**config.mk**
```make
export PLATFORM = sky130hd
export DESIGN_NAME = vmt_merge
export DESIGN_NICKNAME = d
export VERILOG_FILES = /design/src/hw/rtl/vmt_pkg.sv /design/src/hw/rtl/vmt_merge.sv
export SDC_FILE = /design/constraint.sdc
export NUM_CORES = 1
export LEC_CHECK = 0
export BUFFER_PORTS_ARGS = -buffer_cell sky130_fd_sc_hd__buf_2
export CORE_MARGIN = 2
export CORE_UTILIZATION = 44
export CTS_CLUSTER_SIZE = 24
export DETAILED_ROUTE_END_ITERATION = 6
export PLACE_DENSITY_LB_ADDON = 0.15
export SLEW_MARGIN = 20
export SYNTH_ARGS = -nofsm -noshare
export SYNTH_HDL_FRONTEND = slang
export SYNTH_SLANG_ARGS = --single-unit
```
**constraint.sdc**
```tcl
create_clock -name clock -period 49.4 [get_ports clock]
set_input_delay 9.88 -clock clock [delete_from_list [all_inputs] [get_ports clock]]
set_output_delay 9.88 -clock clock [all_outputs]
set_load 0.01 [all_outputs]
```
**src/hw/rtl/vmt_pkg.sv**
```systemverilog
// vmt_pkg: shared types and constants for the vertex matrix transform
// no dependencies; used by vmt_lane, vmt_merge and vertex_matrix_transform
`default_nettype none

package vmt_pkg;

   localparam int WORD_W = 32;
   localparam int VEC_N  = 4;

   // request operation codes
   localparam logic OP_LOAD  = 1'b0;
   localparam logic OP_XFORM = 1'b1;

   // saturation limits of one result component
   localparam logic signed [WORD_W-1:0] SAT_MAX = 32'sh7FFF_FFFF;
   localparam logic signed [WORD_W-1:0] SAT_MIN = 32'sh8000_0000;

   typedef logic [WORD_W-1:0] word_type;
   typedef logic [VEC_N-1:0][WORD_W-1:0] vec4_type;

   // per-stage load enables shared by all lanes
   typedef struct packed {
      logic en_mul;
      logic en_add;
      logic en_sat;
   } lane_ctl_type;

   // one finished result
   typedef struct packed {
      logic [WORD_W-1:0] out_x;
      logic [WORD_W-1:0] out_y;
      logic [WORD_W-1:0] out_z;
      logic [WORD_W-1:0] out_w;
      logic              clipped;
   } result_type;

endpackage

`default_nettype wire

```
**src/hw/rtl/vmt_merge.sv**
```systemverilog
// vmt_merge: combines the four lane results and holds them in a two-entry output buffer
// depends on vmt_pkg; instanced by vertex_matrix_transform
`default_nettype none

module vmt_merge (
   input  wire                                         clock,
   input  wire                                         reset,
   input  wire                                         in_valid,
   output logic                                        in_ready,
   input  wire  [vmt_pkg::VEC_N-1:0][vmt_pkg::WORD_W-1:0] lane_value,
   input  wire  [vmt_pkg::VEC_N-1:0]                   lane_clip,
   output logic                                        out_valid,
   input  wire                                         out_ready,
   output vmt_pkg::result_type                         out_data
);

   vmt_pkg::result_type merged;
   vmt_pkg::result_type main_ff, main_in, skid_ff, skid_in;
   logic                main_v_ff, main_v_in, skid_v_ff, skid_v_in;
   logic                push, pop;

   // gather lanes, any saturated lane flags the result
   always_comb begin
      merged.out_x   = lane_value[0];
      merged.out_y   = lane_value[1];
      merged.out_z   = lane_value[2];
      merged.out_w   = lane_value[3];
      merged.clipped = |lane_clip;
   end

   assign in_ready = !skid_v_ff;
   assign push     = in_valid && in_ready;
   assign pop      = main_v_ff && out_ready;

   // output register with skid entry
   always_comb begin
      main_in   = main_ff;
      skid_in   = skid_ff;
      main_v_in = main_v_ff;
      skid_v_in = skid_v_ff;
      if (pop || !main_v_ff) begin
         if (skid_v_ff) begin
            main_in   = skid_ff;
            main_v_in = 1'b1;
            skid_v_in = 1'b0;
         end else begin
            main_in   = merged;
            main_v_in = push;
         end
      end else if (push) begin
         skid_in   = merged;
         skid_v_in = 1'b1;
      end
   end

   always_ff @(posedge clock) begin
      if (reset) begin
         main_v_ff <= 1'b0;
         skid_v_ff <= 1'b0;
      end else begin
         main_v_ff <= main_v_in;
         skid_v_ff <= skid_v_in;
      end
      main_ff <= main_in;
      skid_ff <= skid_in;
   end

   assign out_valid = main_v_ff;
   assign out_data  = main_ff;

   // skid entry only fills behind a held output
   a_skid_behind_main: assert property (@(posedge clock) disable iff (reset)
      skid_v_ff |-> main_v_ff)
      else $error("skid entry valid without output entry");

   // a clipped result carries at least one saturated component
   a_clip_means_limit: assert property (@(posedge clock) disable iff (reset)
      (main_v_ff && main_ff.clipped) |->
         (main_ff.out_x == vmt_pkg::SAT_MAX || main_ff.out_x == vmt_pkg::SAT_MIN ||
          main_ff.out_y == vmt_pkg::SAT_MAX || main_ff.out_y == vmt_pkg::SAT_MIN ||
          main_ff.out_z == vmt_pkg::SAT_MAX || main_ff.out_z == vmt_pkg::SAT_MIN ||
          main_ff.out_w == vmt_pkg::SAT_MAX || main_ff.out_w == vmt_pkg::SAT_MIN))
      else $error("clipped result without saturated component");

endmodule

`default_nettype wire

```
==> After elaboration in Yosys (flattened, before gate mapping) <==
Cells that the tools add are included.
{ "op_classes": {"mux": 2, "bitwise": 1, "n_reduce_logical": 8} }
{ "ops": {"columns": ["cell", "n"], "rows": [
  ["129-bit 2-to-1 mux", 1],
  ["4-bit OR reduction", 1],
  ["1-bit logical AND", 2],
  ["1-bit zero test", 2],
  ["2-bit AND reduction", 1],
  ["2-bit OR reduction", 1],
  ["1-bit logical OR", 1],
  ["1-bit 2-to-1 mux", 1],
  ["1-bit NOT", 1]
]} }
{ "totals": {"register_bits": 260, "inputBits": 136, "out_inout_bits": 131, "wordCells": 23} }

==> Depth between registers and ports, before layout <==
{ "depth": {"depth_word": 4, "mapped_depth": 5, "mapped_depth_nobuf": 2} }

==> Least setup slack after synthesis <==
Ideal clock, no wire load.
{ "synth_path": {"path_kind": "input to register", "start": "input port out_ready", "end": "register skid_ff[0] (netlist bit) (enable)", "arrival_time_ns": 22.763, "path_slack_ns": 25.836, "stages": 2, "path_cell_list": "nand2b_1 nor3b_1"} }
{ "synth_between": {"elab_chain_len": 4} }
{ "synth_lines": {"columns": ["item", "line", "source"], "rows": [
  ["from (decl)", "vmt_merge.sv:13", "input wire out_ready,"],
  ["1-bit logical AND", "vmt_merge.sv:33", "assign pop = main_v_ff && out_ready;"],
  ["1-bit logical OR", "vmt_merge.sv:41", "if (pop || !main_v_ff) begin"],
  ["1-bit NOT (no source line)", null, null],
  ["2-bit AND reduction (no source line)", null, null],
  ["to (signal assigned)", "vmt_merge.sv:65", "skid_ff <= skid_in;"],
  ["to (decl)", "vmt_merge.sv:18", "vmt_pkg::result_type main_ff, main_in, skid_ff, skid_in;"]
]} }
Every way passes these cells.
A chain may end at the register's enable or synchronous reset.

==> Worst setup path after layout <==
{ "layout_path": {"start": "input port out_ready", "end": "register skid_ff[127] (netlist bit) (enable)"} }
Same word-level chain as after synthesis.

==> reports/metrics.cfg <==
[sta]
fmax_mhz = 81.4
fin_crit_ps = 12290
drv_slew = 0
whs_ps = 543
setup_viol = 0
worst_slack_ps = 37110
finalCritPeriodShare_pct = 24.9
skew_ps = 8.43
rsz0062_at_grt = no
relSlewSlack_pct = 30.4
max_slew.worst_pin.slew_ps = 1040
setup_tns_ps = 0
hold_viol = 0

[setup_path]
critPathLaunch = out_ready
crit_arrival_ps = 12420
r2r-end = skid_ff[127]
critical_path.startpoint_type = primary input
crit_type = in2reg
r2r_slack_ps = 46280
timing.rr.start = out_valid
crit_path_end = skid_ff[127]
ff2ff_path_depth = 4
cp-end-kind = flop
critical_path_required_ps = 49530
path_max_fanout = 76

[cts]
clock_latency_ps = 510
htreeDepth = 1
cts_setup_buffers = 0
clkTransAtPathRegs_ps = 60
cts_made_buffers = 27
cts-root-buf = clkbuf_16
cts_tree = done
ctsHoldBuffers = 0
clock_sinks = 260
post_cts_resized = 0
clockBufferDepth = 3

[run]
drv_cap = 0

[global_routing]
gr-usage-met1_pct = 20.1
met3_usage_pct = 6.48
grt_pass1_vias = 5071
busiest_layer = met2
grt_pass1_wl_um = 27100
gr-usage-met2_pct = 24.0
grt_max_degree = 77
grt_overflow = 0
grt_usage_pct = 15.5
antenna_found_initial = 6

[final_layout]
finalNonFillerCells = 993
drive_gt1_share_pct = 61.2
stdcell_area_um2 = 11900
synthToLayoutAreaGrowth_pct = 26.1
finish.net_count = 831

[detailed_routing]
wl_per_cell_um = 18.4
wirelength_um = 18300
drt_pass1_iterations = 4
vias_per_cell = 4.91
drcViolationCount = 0
drtIter0Drc = 236
ant_nets = 0
dr_total_vias = 4876

[pwr]
internal_power_w = 0.000391
p_leak_nw = 4.49
pwr-share-comb_pct = 6.3
p_per_area_nw_per_um2 = 41.0
power.switching_w = 0.0000965
clockPowerShare_pct = 40.7
swShare_pct = 19.8
peakVddDrop_uv = 26.7
seqPwrFrac_pct = 53.0

[floorplan]
pin_count = 267
num_rows = 53
initial_core_util_pct = 44.8
die-area_um2 = 22600
die_x_um = 150
core_area_um2 = 21000
die_h_um = 150

[logic_synthesis]
syn_inst = 411
synth.distinct_cells = 15
yosysSeqAreaShare_pct = 82.7
syn-mean-instance-area_um2 = 22.9
synth_area_um2 = 9420
synth_top_area_cell = edfxtp_1
syn_nets = 547
synth_seq_cells = 260
ys_warn_count = 0
synth.top_cell.area_share_pct = 82.3
ys_top_cells_by_area = edfxtp_1 (82%), mux2_2 (15%), buf_6 (1.1%), dfxtp_1 (0.43%), buf_2 (0.21%)

[hold_path]
hold_depth = 1
holdCritPathClass = reg2reg

[place]
place_congestion = 0.765
placed_cell_area_um2 = 11000
dp_cells = 941
port_buffers = 266
hpwlAfterDp_um = 11800
place_ws_ps = 36430

[run_status]
status = completed

==> worst min path at each step <==
stage	start	to
after floorplan	skid_ff[100]	out_data[100]
after global placement	skid_ff[75]	out_data[75]
after detailed placement	skid_ff[19]	out_data[19]
after CTS	skid_ff[63]	out_data[63]
after global routing	skid_ff[63]	out_data[63]
final	skid_ff[63]	out_data[63]
==> worst max-delay path: stages <==
cell and delay (ps):
buf_2 100, nand2b_4 510, nor3b_2 340, buf_4 590, buf_4 910
==> cells in the mapped netlist (all sizes together) <==
cell / number
mux2: 129
a21oi: 1
dfxtp: 2
buf: 14
nor3b: 1
nor3: 1
or4: 1
nand2b: 1
inv: 1
nor2: 1
edfxtp: 258
clkbuf: 1
==> state kept, by name (all words and copies together) (netlist names) <==
| name | count |
|---|---|
| out_data | 129 |
| skid_ff | 129 |
| out_valid | 1 |
| skid_v_ff | 1 |
==> cell families after synthesis <==
group	Yosys count	synth area share [%]
compound gates	1	0.0531
flops	260	82.7
simple gates	5	0.359
mux	129	15.5
buf+inv	16	1.45
==> power by group through the flow <==
| stage | registers [W] | clock network, W | logic (W) |
|---|---|---|---|
| floorplan | 0.000269 | 0 | 0.00000955 |
| global placement | 0.000263 | 0 | 0.0000306 |
| detailed placement | 0.000263 | 0 | 0.0000314 |
| CTS | 0.000259 | 0.000203 | 0.0000315 |
| global route | 0.000259 | 0.000212 | 0.0000337 |
| finish | 0.000258 | 0.000198 | 0.0000308 |
==> placed cells by master, fill, tap and decap left out, types with 3 or more instances in the layout <==
master	Yosys	final
buf_2	4	266
buf_4	1	4
bufinv_16	0	4
clkbuf_1	1	10
clkbuf_16	0	27
clkinv_1	0	4
clkinv_2	0	3
diode_2	0	4
edfxtp_1	258	258
mux2_2	128	128
==> metrics by stage <==
step                      power [W]  util, %
after floorplan            0.000278        -
after global placement     0.000293     52.4
after detailed placement   0.000294     52.4
after CTS                  0.000493     56.5
after global routing       0.000505     56.5
final                      0.000487     56.5
==> layer usage <==
metal,vias to the layer above,part of all wire [%]
met5,-,0.15
met3,35,11
met1,2417,40
met2,192,46
li1,2228,-
met4,4,2.3
==> final cells by class <==
class	instances	area [µm²]
Fill cell	1689	9140
Sequential cell	260	7790
Multi-Input combinational cell	135	1510
Timing Repair Buffer	270	1360
Clock buffer	37	713
Tap cell	275	344
Clock inverter	11	150
Antenna cell	4	10.0
Inverter	1	3.75
No activity file was read; power rests on OpenSTA's default activity.
